**src/rtl/calendar_date_day_number_macros.svh**
```systemverilog
// Assertion macros shared by the calendar date block.
`ifndef CALENDAR_DATE_DAY_NUMBER_MACROS_SVH
`define CALENDAR_DATE_DAY_NUMBER_MACROS_SVH

`ifndef SYNTH

// Check a condition at every clock edge outside reset.
`define CDDN_ASSERT(name, ck, rn, cond, msg) \
    name: assert property (@(posedge ck) disable iff (!rn) (cond)) else $error(msg);

// Check that a trigger is followed by a condition in the next cycle.
`define CDDN_ASSERT_NEXT(name, ck, rn, trig, cond, msg) \
    name: assert property (@(posedge ck) disable iff (!rn) (trig) |=> (cond)) else $error(msg);

`else

`define CDDN_ASSERT(name, ck, rn, cond, msg)
`define CDDN_ASSERT_NEXT(name, ck, rn, trig, cond, msg)

`endif

`endif

```
**src/rtl/cddn_pkg.sv**
```systemverilog
// Types, constants and month tables for the calendar date block.
package cddn_pkg;

    typedef logic [13:0] year_t;
    typedef logic [3:0]  month_t;
    typedef logic [4:0]  mday_t;
    typedef logic [22:0] count_t;
    typedef logic [8:0]  yday_t;

    // Load strobes for the three stages inside a date unit
    typedef struct packed {
        logic pre;
        logic year;
        logic count;
    } cddn_stage_en_t;

    localparam int YEAR_LIMIT = 10000;

    localparam month_t MONTH_JAN = 4'd1;
    localparam month_t MONTH_FEB = 4'd2;
    localparam month_t MONTH_DEC = 4'd12;

    // floor(x / 100) = (x * RECIP100) >> SHIFT100, exact for x below 43690
    localparam logic [12:0] RECIP100 = 13'd5243;
    localparam int          SHIFT100 = 19;

    // floor(x / 7) = (x * RECIP7) >> SHIFT7, exact for every 23-bit x
    localparam logic [23:0] RECIP7 = 24'd9586981;
    localparam int          SHIFT7 = 26;

    // Weekday anchor: 2018-09-09 is a Sunday
    localparam int REF_YEAR  = 2018;
    localparam int REF_DAY   = 365 * REF_YEAR + (REF_YEAR + 3) / 4 - (REF_YEAR + 99) / 100
                               + (REF_YEAR + 399) / 400 + 243 + 8;
    localparam int WD_OFFSET = (7 - REF_DAY % 7) % 7;

    // Days in a month of a common year
    function automatic mday_t month_len(input month_t m);
        mday_t len;
        unique case (m)
            4'd1, 4'd3, 4'd5, 4'd7, 4'd8, 4'd10, 4'd12: len = 5'd31;
            4'd4, 4'd6, 4'd9, 4'd11:                      len = 5'd30;
            4'd2:                                         len = 5'd28;
            default:                                      len = 5'd0;
        endcase
        return len;
    endfunction

    // Days of a common year before the first of a month
    function automatic yday_t days_before(input month_t m);
        yday_t n;
        unique case (m)
            4'd1:    n = 9'd0;
            4'd2:    n = 9'd31;
            4'd3:    n = 9'd59;
            4'd4:    n = 9'd90;
            4'd5:    n = 9'd120;
            4'd6:    n = 9'd151;
            4'd7:    n = 9'd181;
            4'd8:    n = 9'd212;
            4'd9:    n = 9'd243;
            4'd10:   n = 9'd273;
            4'd11:   n = 9'd304;
            4'd12:   n = 9'd334;
            default: n = 9'd0;
        endcase
        return n;
    endfunction

endpackage

```
**src/rtl/cddn_date.sv**
```systemverilog
// Three-stage date unit: checks one date and turns it into a day count.
module cddn_date
    import cddn_pkg::*;
(
    input  logic           clk,
    input  cddn_stage_en_t en,
    input  year_t          year,
    input  month_t         month,
    input  mday_t          day,
    output logic           date_ok,
    output count_t         day_count,
    output yday_t          day_index
);

    // Stage: reciprocal quotients and the year product
    year_t        y_reg;
    month_t       m_reg;
    mday_t        d_reg;
    logic [12:0]  q4_reg;
    logic [7:0]   q100c_reg;
    logic [5:0]   q400c_reg;
    logic [7:0]   qy_reg;
    count_t       m365_reg;

    logic [14:0]  sum99;
    logic [14:0]  sum399;
    logic [27:0]  prod100c;
    logic [25:0]  prod400c;
    logic [26:0]  prody;

    // Stage: leap rule, validity, year start and offset in year
    logic         ok_reg;
    count_t       ys_reg;
    yday_t        idx_reg;

    year_t        r100;
    logic         leap;
    mday_t        mlen;
    logic         ok_next;
    count_t       ys_next;
    yday_t        idx_next;

    // Stage: final day count
    logic         ok2_reg;
    count_t       cnt_reg;
    yday_t        idx2_reg;

    // Divide the shifted years by 4, 100 and 400
    always_comb
    begin
        sum99    = {1'b0, year} + 15'd99;
        sum399   = {1'b0, year} + 15'd399;
        prod100c = {13'd0, sum99} * {15'd0, RECIP100};
        prod400c = {13'd0, sum399[14:2]} * {13'd0, RECIP100};
        prody    = {13'd0, year} * {14'd0, RECIP100};
    end

    always_ff @(posedge clk)
    begin
        if (en.pre)
        begin
            y_reg     <= year;
            m_reg     <= month;
            d_reg     <= day;
            q4_reg    <= 13'(({1'b0, year} + 15'd3) >> 2);
            q100c_reg <= prod100c[SHIFT100 +: 8];
            q400c_reg <= prod400c[SHIFT100 +: 6];
            qy_reg    <= prody[SHIFT100 +: 8];
            m365_reg  <= {9'd0, year} * 23'd365;
        end
    end

    // Apply the leap rule and check the date
    always_comb
    begin
        r100     = y_reg - ({6'd0, qy_reg} * 14'd100);
        leap     = ((y_reg[1:0] == 2'd0) && (r100 != 14'd0))
                   || ((r100 == 14'd0) && (qy_reg[1:0] == 2'd0));
        mlen     = month_len(m_reg) + {4'd0, leap && (m_reg == MONTH_FEB)};
        ok_next  = (int'(y_reg) < YEAR_LIMIT) && (m_reg >= MONTH_JAN)
                   && (m_reg <= MONTH_DEC) && (d_reg != 5'd0) && (d_reg <= mlen);
        ys_next  = m365_reg + {10'd0, q4_reg} - {15'd0, q100c_reg} + {17'd0, q400c_reg};
        idx_next = days_before(m_reg) + {4'd0, d_reg} - 9'd1
                   + {8'd0, leap && (m_reg > MONTH_FEB)};
    end

    always_ff @(posedge clk)
    begin
        if (en.year)
        begin
            ok_reg  <= ok_next;
            ys_reg  <= ys_next;
            idx_reg <= idx_next;
        end
    end

    // Add the offset in the year to the year start
    always_ff @(posedge clk)
    begin
        if (en.count)
        begin
            ok2_reg  <= ok_reg;
            cnt_reg  <= ys_reg + {14'd0, idx_reg};
            idx2_reg <= idx_reg;
        end
    end

    assign date_ok   = ok2_reg;
    assign day_count = cnt_reg;
    assign day_index = idx2_reg;

endmodule

```
**src/rtl/calendar_date_day_number.sv**
```systemverilog
// Throughput: one date pair per cycle unless m_axis stalls, through a six-register
// pipeline; the reciprocal multipliers for the divisions by 100, 400 and 7
// set the stage depth. Each stage holds its own valid bit, so bubbles close up
// under output stalls. Reset (rst_n low, asynchronous) clears only the valid bits;
// no clearing pass.
`include "calendar_date_day_number_macros.svh"

module calendar_date_day_number
    import cddn_pkg::*;
(
    input  logic        clk,
    input  logic        rst_n,
    input  logic        s_axis_tvalid,
    output logic        s_axis_tready,
    // year_a[13:0], month_a[17:14], day_a[22:18], year_b[36:23], month_b[40:37],
    // day_b[45:41], zero [47:46]
    input  logic [47:0] s_axis_tdata,
    output logic        m_axis_tvalid,
    input  logic        m_axis_tready,
    // dates_valid[0], day_number[22:1], weekday[25:23], day_of_year[34:26],
    // span_days[56:35], zero [63:57]
    output logic [63:0] m_axis_tdata
);

    logic [5:0]     valid_reg;
    logic [5:0]     valid_next;
    logic [5:0]     ld;
    logic [5:0]     drain;
    cddn_stage_en_t date_en;

    // Input register
    year_t          ya_reg;
    month_t         ma_reg;
    mday_t          da_reg;
    year_t          yb_reg;
    month_t         mb_reg;
    mday_t          db_reg;

    logic           ok_a;
    logic           ok_b;
    count_t         na;
    count_t         nb;
    yday_t          idx_a;
    yday_t          idx_b;
    yday_t          idx_unused;

    // Span and weekday stage
    count_t         diff;
    count_t         wd_x;
    logic [46:0]    prod7;
    logic           ok5_reg;
    logic [21:0]    na5_reg;
    count_t         wd_x_reg;
    logic [20:0]    q7_reg;
    yday_t          yday_reg;
    logic [21:0]    span_reg;

    // Output register
    count_t         wd_rem;
    logic [63:0]    out_data_reg;

    // Pass a word forward where the next stage is empty or moving on
    always_comb
    begin
        ld[5]         = valid_reg[4] && (!valid_reg[5] || m_axis_tready);
        ld[4]         = valid_reg[3] && (!valid_reg[4] || ld[5]);
        ld[3]         = valid_reg[2] && (!valid_reg[3] || ld[4]);
        ld[2]         = valid_reg[1] && (!valid_reg[2] || ld[3]);
        ld[1]         = valid_reg[0] && (!valid_reg[1] || ld[2]);
        s_axis_tready = !valid_reg[0] || ld[1];
        ld[0]         = s_axis_tvalid && s_axis_tready;
        drain         = {m_axis_tready, ld[5:1]};
        valid_next    = ld | (valid_reg & ~drain);
        date_en.pre   = ld[1];
        date_en.year  = ld[2];
        date_en.count = ld[3];
    end

    always_ff @(posedge clk or negedge rst_n)
    begin
        if (!rst_n)
        begin
            valid_reg <= 6'd0;
        end
        else
        begin
            valid_reg <= valid_next;
        end
    end

    assign m_axis_tvalid = valid_reg[5];

    // Capture the input word
    always_ff @(posedge clk)
    begin
        if (ld[0])
        begin
            ya_reg <= s_axis_tdata[13:0];
            ma_reg <= s_axis_tdata[17:14];
            da_reg <= s_axis_tdata[22:18];
            yb_reg <= s_axis_tdata[36:23];
            mb_reg <= s_axis_tdata[40:37];
            db_reg <= s_axis_tdata[45:41];
        end
    end

    cddn_date u_date_a (
        .clk       (clk),
        .en        (date_en),
        .year      (ya_reg),
        .month     (ma_reg),
        .day       (da_reg),
        .date_ok   (ok_a),
        .day_count (na),
        .day_index (idx_a)
    );

    cddn_date u_date_b (
        .clk       (clk),
        .en        (date_en),
        .year      (yb_reg),
        .month     (mb_reg),
        .day       (db_reg),
        .date_ok   (ok_b),
        .day_count (nb),
        .day_index (idx_b)
    );

    // Span between the dates and the quotient for the weekday
    always_comb
    begin
        diff       = (na >= nb) ? (na - nb) : (nb - na);
        wd_x       = na + 23'(WD_OFFSET);
        prod7      = {24'd0, wd_x} * {23'd0, RECIP7};
        idx_unused = idx_b;
    end

    always_ff @(posedge clk)
    begin
        if (ld[4])
        begin
            ok5_reg  <= ok_a && ok_b && (idx_unused == idx_b);
            na5_reg  <= na[21:0];
            wd_x_reg <= wd_x;
            q7_reg   <= prod7[SHIFT7 +: 21];
            yday_reg <= idx_a + 9'd1;
            span_reg <= 22'(diff + 23'd1);
        end
    end

    // Finish the weekday and zero the word when a date is invalid
    always_comb
    begin
        wd_rem = wd_x_reg - ({2'd0, q7_reg} * 23'd7);
    end

    always_ff @(posedge clk)
    begin
        if (ld[5])
        begin
            if (ok5_reg)
            begin
                out_data_reg <= {7'd0, span_reg, yday_reg, wd_rem[2:0], na5_reg, 1'b1};
            end
            else
            begin
                out_data_reg <= 64'd0;
            end
        end
    end

    assign m_axis_tdata = out_data_reg;

    // Checks on the pipeline and the result word
    `CDDN_ASSERT(a_full_when_stalled, clk, rst_n, s_axis_tready || (&valid_reg), "input stalled with a free stage")
    `CDDN_ASSERT_NEXT(a_accept_fills, clk, rst_n, s_axis_tvalid && s_axis_tready, valid_reg[0], "accepted word not captured")
    `CDDN_ASSERT(a_invalid_zero, clk, rst_n, !m_axis_tvalid || m_axis_tdata[0] || (m_axis_tdata == 64'd0), "invalid dates with nonzero results")
    `CDDN_ASSERT(a_weekday_range, clk, rst_n, !m_axis_tvalid || (m_axis_tdata[25:23] != 3'd7), "weekday out of range")

endmodule
```
**config.mk**
```make
export PLATFORM = sky130hd
export DESIGN_NAME = calendar_date_day_number
export DESIGN_NICKNAME = d
export VERILOG_FILES = /design/src/rtl/cddn_pkg.sv /design/src/rtl/cddn_date.sv /design/src/rtl/calendar_date_day_number.sv
export VERILOG_INCLUDE_DIRS = /design/src /design/src/rtl
export SDC_FILE = /design/constraint.sdc
export NUM_CORES = 2
export LEC_CHECK = 0
export BUFFER_PORTS_ARGS = -buffer_cell sky130_fd_sc_hd__buf_2
export CAP_MARGIN = 20
export CORE_AREA = 2 2 373 375
export DETAILED_ROUTE_END_ITERATION = 16
export DIE_AREA = 0 0 375 377
export PLACE_DENSITY = 0.55
export SLEW_MARGIN = 20
export SYNTH_ARGS = -nofsm -noshare
export SYNTH_HDL_FRONTEND = slang
export SYNTH_SLANG_ARGS = --single-unit
```
**constraint.sdc**
```tcl
create_clock -name clk -period 8.5 [get_ports clk]
set_input_delay 0.425 -clock clk [delete_from_list [all_inputs] [get_ports clk]]
set_output_delay 0.425 -clock clk [all_outputs]
set_load 0.1 [all_outputs]
```
Word-level counts from Yosys, hierarchy flattened --
Memories as Yosys holds them, arrays and structs flattened. A register that Yosys moved wholly into a read port is not among the register bits. Cells that the tools add are included.
Storage, ports and cells: flip-flop bits (word level) 479, memory bits (read-only) 448, input bits 52, output and inout bits 66, word-level logic and storage cells 157, memories kept 4
Memories:
- (name not given) | words 16, bits a word 9, read ports 1, clocked after Yosys merged registers in 1, wr ports 0, line cddn_pkg.sv:52 | unique case (m)
- (name not given) | words 16, bits a word 9, read ports 1, clocked after Yosys merged registers in 1, wr ports 0, line cddn_pkg.sv:52
- (name not given) | words 16, bits a word 5, read ports 1, clocked after Yosys merged registers in 1, wr ports 0, line cddn_pkg.sv:40 | unique case (m)
- (name not given) | words 16, bits a word 5, read ports 1, clocked after Yosys merged registers in 1, wr ports 0, line cddn_pkg.sv:40
Operators by class: add/sub/neg operators 30, $mul 12, $lt $le $gt $ge 11, eq/ne operators 2, multiplexer cells 6, bitwise operators 3, reduce and logical (&&, ||, !) cells 47
Operator list (count):
- multiplier 14 x 13 -> 27 bit (second input constant) | 2
- multiplier 15 x 13 -> 27 bit (second input constant) | 2
- multiplier 13 x 13 -> 25 bit (second input constant) | 2
- multiplier 23 x 24 -> 47 bit (second input constant) | 1
- adder 23 x 13 -> 23 bit | 2
- adder 23 x 6 -> 23 bit | 2
- adder 23 x 9 -> 23 bit | 2
- multiplier 14 x 9 -> 23 bit (second input constant) | 2
- subtractor 23 x 8 -> 23 bit | 2
- subtractor 22 bit | 2
- adder 14 x 2 -> 15 bit (second input constant) | 2
- adder 14 x 7 -> 15 bit (second input constant) | 2
- adder 14 x 9 -> 15 bit (second input constant) | 2
- zero test 14 bit | 2
- less-than comparator 14 bit (second input constant) | 2
- nonzero test 14 bit | 2
- subtractor 14 bit | 2
- multiplier 8 x 5 -> 12 bit (second input constant) | 2
- adder 23 x 3 -> 23 bit (second input constant) | 1
- greater-or-equal comparator 23 bit | 1
- logical AND 1 bit | 23
- adder 22 x 1 -> 22 bit (second input constant) | 1
- 2-to-1 mux 22 bit | 1
- multiplier 21 x 3 -> 3 bit (second input constant) | 1
- other kinds (20) | 48

Longest topological paths before layout --
word-level depth 14, mapped depth 31, gate-level depth less buffers 31

Hierarchy --
A second synthesis with hierarchy kept.
Second synthesis, totals: cells, all modules 5259, area, all modules 56078.8 um^2
By module, submodules not included:
- cddn_date at u_date_a | times used 1, cells each 2097, area an instance 21854.7 um^2, sequential area each 4594.4 um^2
- cddn_date at u_date_b | times used 1, cells each 2011, area an instance 21212.8 um^2, sequential area each 4594.4 um^2
- calendar_date_day_number | times used 1, cells each 1151, area an instance 13011.2 um^2, sequential area each 5014.8 um^2

Worst setup path before layout --
No wires, ideal clock.
path type reg2reg, start point reg valid_reg[5], end point reg (tool-made name), library setup time 153 ps, arrival 8306 ps, data required time 8347 ps, path slack 41 ps, cell stages (with the launch flop) 11, path through dfrtp_1 -> nor2b_1 -> nand3_1 -> nor2_1 -> nand2_1 -> and2_0 -> buf_1 -> mux2i_1 -> ha_1 -> nor3_1 -> a21oi_1
RTL lines:
- start, declared | line calendar_date_day_number.sv:25 | logic [5:0] valid_reg;
- start signal, assigned | line calendar_date_day_number.sv:87 | valid_reg <= valid_next;

Final worst setup path --
start point reg u_date_a.cnt_reg[5], in the netlist u_date_a.day_count[5], end point reg q7_reg[2], data pin
On the way: word-level cells in the longest chain between the ends 2
RTL lines:
- start, declared | line cddn_date.sv:45 | count_t cnt_reg;
- start signal, assigned | line cddn_date.sv:103 | cnt_reg <= ys_reg + {14'd0, idx_reg};
- adder 23 x 3 -> 23 bit | line calendar_date_day_number.sv:133 | wd_x = na + 23'(WD_OFFSET);
- multiplier 23 x 24 -> 47 bit | line calendar_date_day_number.sv:134 | prod7 = {24'd0, wd_x} * {23'd0, RECIP7};
- net prod7[28] | line calendar_date_day_number.sv:50 | logic [46:0] prod7;
- end signal, assigned | line calendar_date_day_number.sv:145 | q7_reg <= prod7[SHIFT7 +: 21];
- end, declared | line calendar_date_day_number.sv:54 | logic [20:0] q7_reg;
The timed path passes the listed nets, and every way through them passes these cells. A chain may end at the register's enable or synchronous reset.

==> metrics.yaml <==
setup_path:
  cp_slowest_cell: "or4b_2"
  crit_fanout: 4
  cpMostUsedCell: "fa_1"
  critPathRequiredTime_ns: 8.90
  worst_setup_path_start_kind: "register"
  critPathKind: "reg2reg"
  path_buf_inv: 5
  critPathArrivalTime_ns: 8.25
  slowest_delay_ns: 0.66
  crit_path_end_kind: "register"
  critPathTopFamily: "adder cells"
route:
  avgRoutedWirePerCell_um: 16.0
  drt_first_iter_violations: 1360
  via_per_inst: 4.72
  drc: 0
  vias: 33900
  totalWireLength_um: 115000
  drt_first_pass_iters: 5
  ant_nets: 0
clock_tree:
  clkTransAtPathRegs_ns: 0.06
  clock-sinks: 473
  clk_path_buf_depth: 3
  numCtsBuffers: 57
  cts_repair_resize_count: 0
  root_buffer: "clkbuf_16"
  htreeDepth: 2
  clock_latency_ns: 0.66
  post_cts_buffers: 0
  holdBufCountCts: 48
  cts_tree: "built"
die:
  core_um2: 137000
  ios: 118
  die_w_um: 375
  initial_utilization: 0.399
  die_h_um: 377
  fp.dieArea_um2: 141000
  rows: 136
yosys:
  synth-edff-count: 443
  ys_types: 96
  async_reset_ff_frac: 0.0127
  synthCells: 5092
  yosysSeqAreaShare: 0.255
  avgSynthCellArea_um2: 10.7
  synth_ff_type: "edfxtp_1"
  yosysMostFrequentCell: "inv_1"
  yosys-top-cells-area: "ha_1 (25%), edfxtp_1 (24%), fa_1 (21%)"
  synthesis.area_um2: 54600
  synth-seq-cells: 473
  synth_top_area_frac: 0.247
  ys_warn_count: 0
  synth_area_leader_cell: "ha_1"
  synth_commonest_cells: "inv_1 (1,284), ha_1 (1,077), fa_1 (575)"
final_layout:
  largest_register_ffs: 57
  nNetsFinal: 7047
  fillers: 13000
  antenna_cells: 0
  drive_above_1_share: 0.0588
  area_growth_pct: 10.4
grt:
  grtUsageTotal: 0.168
  grt_antenna_before_repair: 1
  grt_pass1_vias: 35800
  grt_max_degree: 72
  grt_pass1_wl_um: 190000
  overflow: 0
timing:
  skew_ns: 0.0211
  rsz0062_at_grt: "no"
  final_max_slew_viol_count: 0
  tns_ns: 0
  post-route-period-util: 0.923
  min_period_ns: 7.85
  fmax_ghz: 0.127
  hold_viol: 0
  timing.slew.headroom: 0.348
  tightest_slew_ns: 0.951
  setup_viol: 0
placed_design:
  gp_congestion: 0.888
  portBuffers: 108
  dpl.hpwl_um: 96600
outcome:
  status: "complete, no violations"
hold_path:
  hp-class: "in2async"
run:
  maxCapViolCount: 0
[cell families after synthesis]
| logic type | Yosys count | synth area share |
|---|---|---|
| AO/OA/AOI/OAI | 571 | 0.0680 |
| XOR/XNOR | 347 | 0.0562 |
| adder cells (fa/ha/maj) | 1652 | 0.458 |
| buffers and inverters | 1317 | 0.0916 |
| flip-flops | 473 | 0.255 |
| multiplexers | 33 | 0.00669 |
| other | 1 | 0.0000687 |
| AND/OR/NAND/NOR | 698 | 0.0645 |
[layer usage]
metal | global-route usage | vias to the layer above | part of all wire
li1 | - | 17100 | -
met1 | 0.237 | 16200 | 0.49
met2 | 0.273 | 455 | 0.45
met3 | 0.0268 | 141 | 0.040
met4 | 0.0354 | 2 | 0.021
met5 | 0 | - | 0.000096
[final cells by class]
class / count / area [um^2] / share of cell area
sequential: 473 / 13900 / 0.231
multi-input combinational: 3308 / 35700 / 0.593
clock inverter: 42 / 577 / 0.00957
timing repair buffer: 219 / 1490 / 0.0248
inverter: 1284 / 4820 / 0.0800
tap: 1794 / 2240 / 0.0372
clock buffer: 65 / 1480 / 0.0245
[worst reg2reg max path, delay by kind of cell (launching register included)]
family | cells | cell delay (ns)
AOI/OAI and AO/OA | 6 | 1.19
xor gates and xnor gates | 2 | 0.30
adders and majority gates | 8 | 3.41
buffers and inverters | 5 | 0.29
DFF | 1 | 0.40
and+or+nand+nor | 8 | 1.97
[worst paths after layout]
| path | depth (start not counted) | start | slack (ns) | to |
|---|---|---|---|---|
| min in group clk | 4 | m_axis_tready | 0.24 | valid_reg[3] |
| hold reg to reg | 0 | da_reg[0] | 0.42 | u_date_a.d_reg[0] |
| hold / removal | 2 | rst_n | 0.11 | valid_reg[0] |
| setup / recovery | 29 | u_date_a.day_count[5] | 0.65 | q7_reg[2] |
| setup reg to reg | 29 | u_date_a.day_count[5] | 0.65 | q7_reg[2] |
| max in group asynchronous | 2 | rst_n | 8.25 | valid_reg[3] |
[through the flow]
stage	setup WS, ns	cell area [um^2]	std cells	hold WS [ns]	util
final	0.651	60300	7185	0.112	0.440
after global routing	0.0603	60300	7185	0.0996	0.440
after CTS	0.636	60300	7185	0.0506	0.440
after detailed placement	0.650	57700	7030	0.257	0.421
after global placement	0.692	57700	7030	0.254	0.421
after floorplan	0.0410	54600	5098	0.129	-
[layout by cell type, fill, tap and decap left out, types with 12 or more instances in the layout]
master	count
clkbuf_16	58
mux2i_1	24
nand4_1	24
and2_1	69
and3_1	28
dfxtp_1	24
dlygate4sd3_1	48
o21a_1	38
nand2_1	150
a21oi_1	162
o21bai_1	23
nand3_1	62
nor3_1	62
a211oi_1	21
inv_1	1284
buf_2	108
buf_4	63
fa_1	575
xor2_1	68
a21o_1	69
a31oi_1	22
a21boi_0	22
nand2b_1	28
nor2b_1	41
bufinv_16	12
nor2_1	168
ha_1	1077
edfxtp_1	443
o21ai_0	119
xnor2_1	276
Power is left out: the tool's default activity adds up to more than one toggle a clock period on the data nets, which glitch-free logic cannot reach.
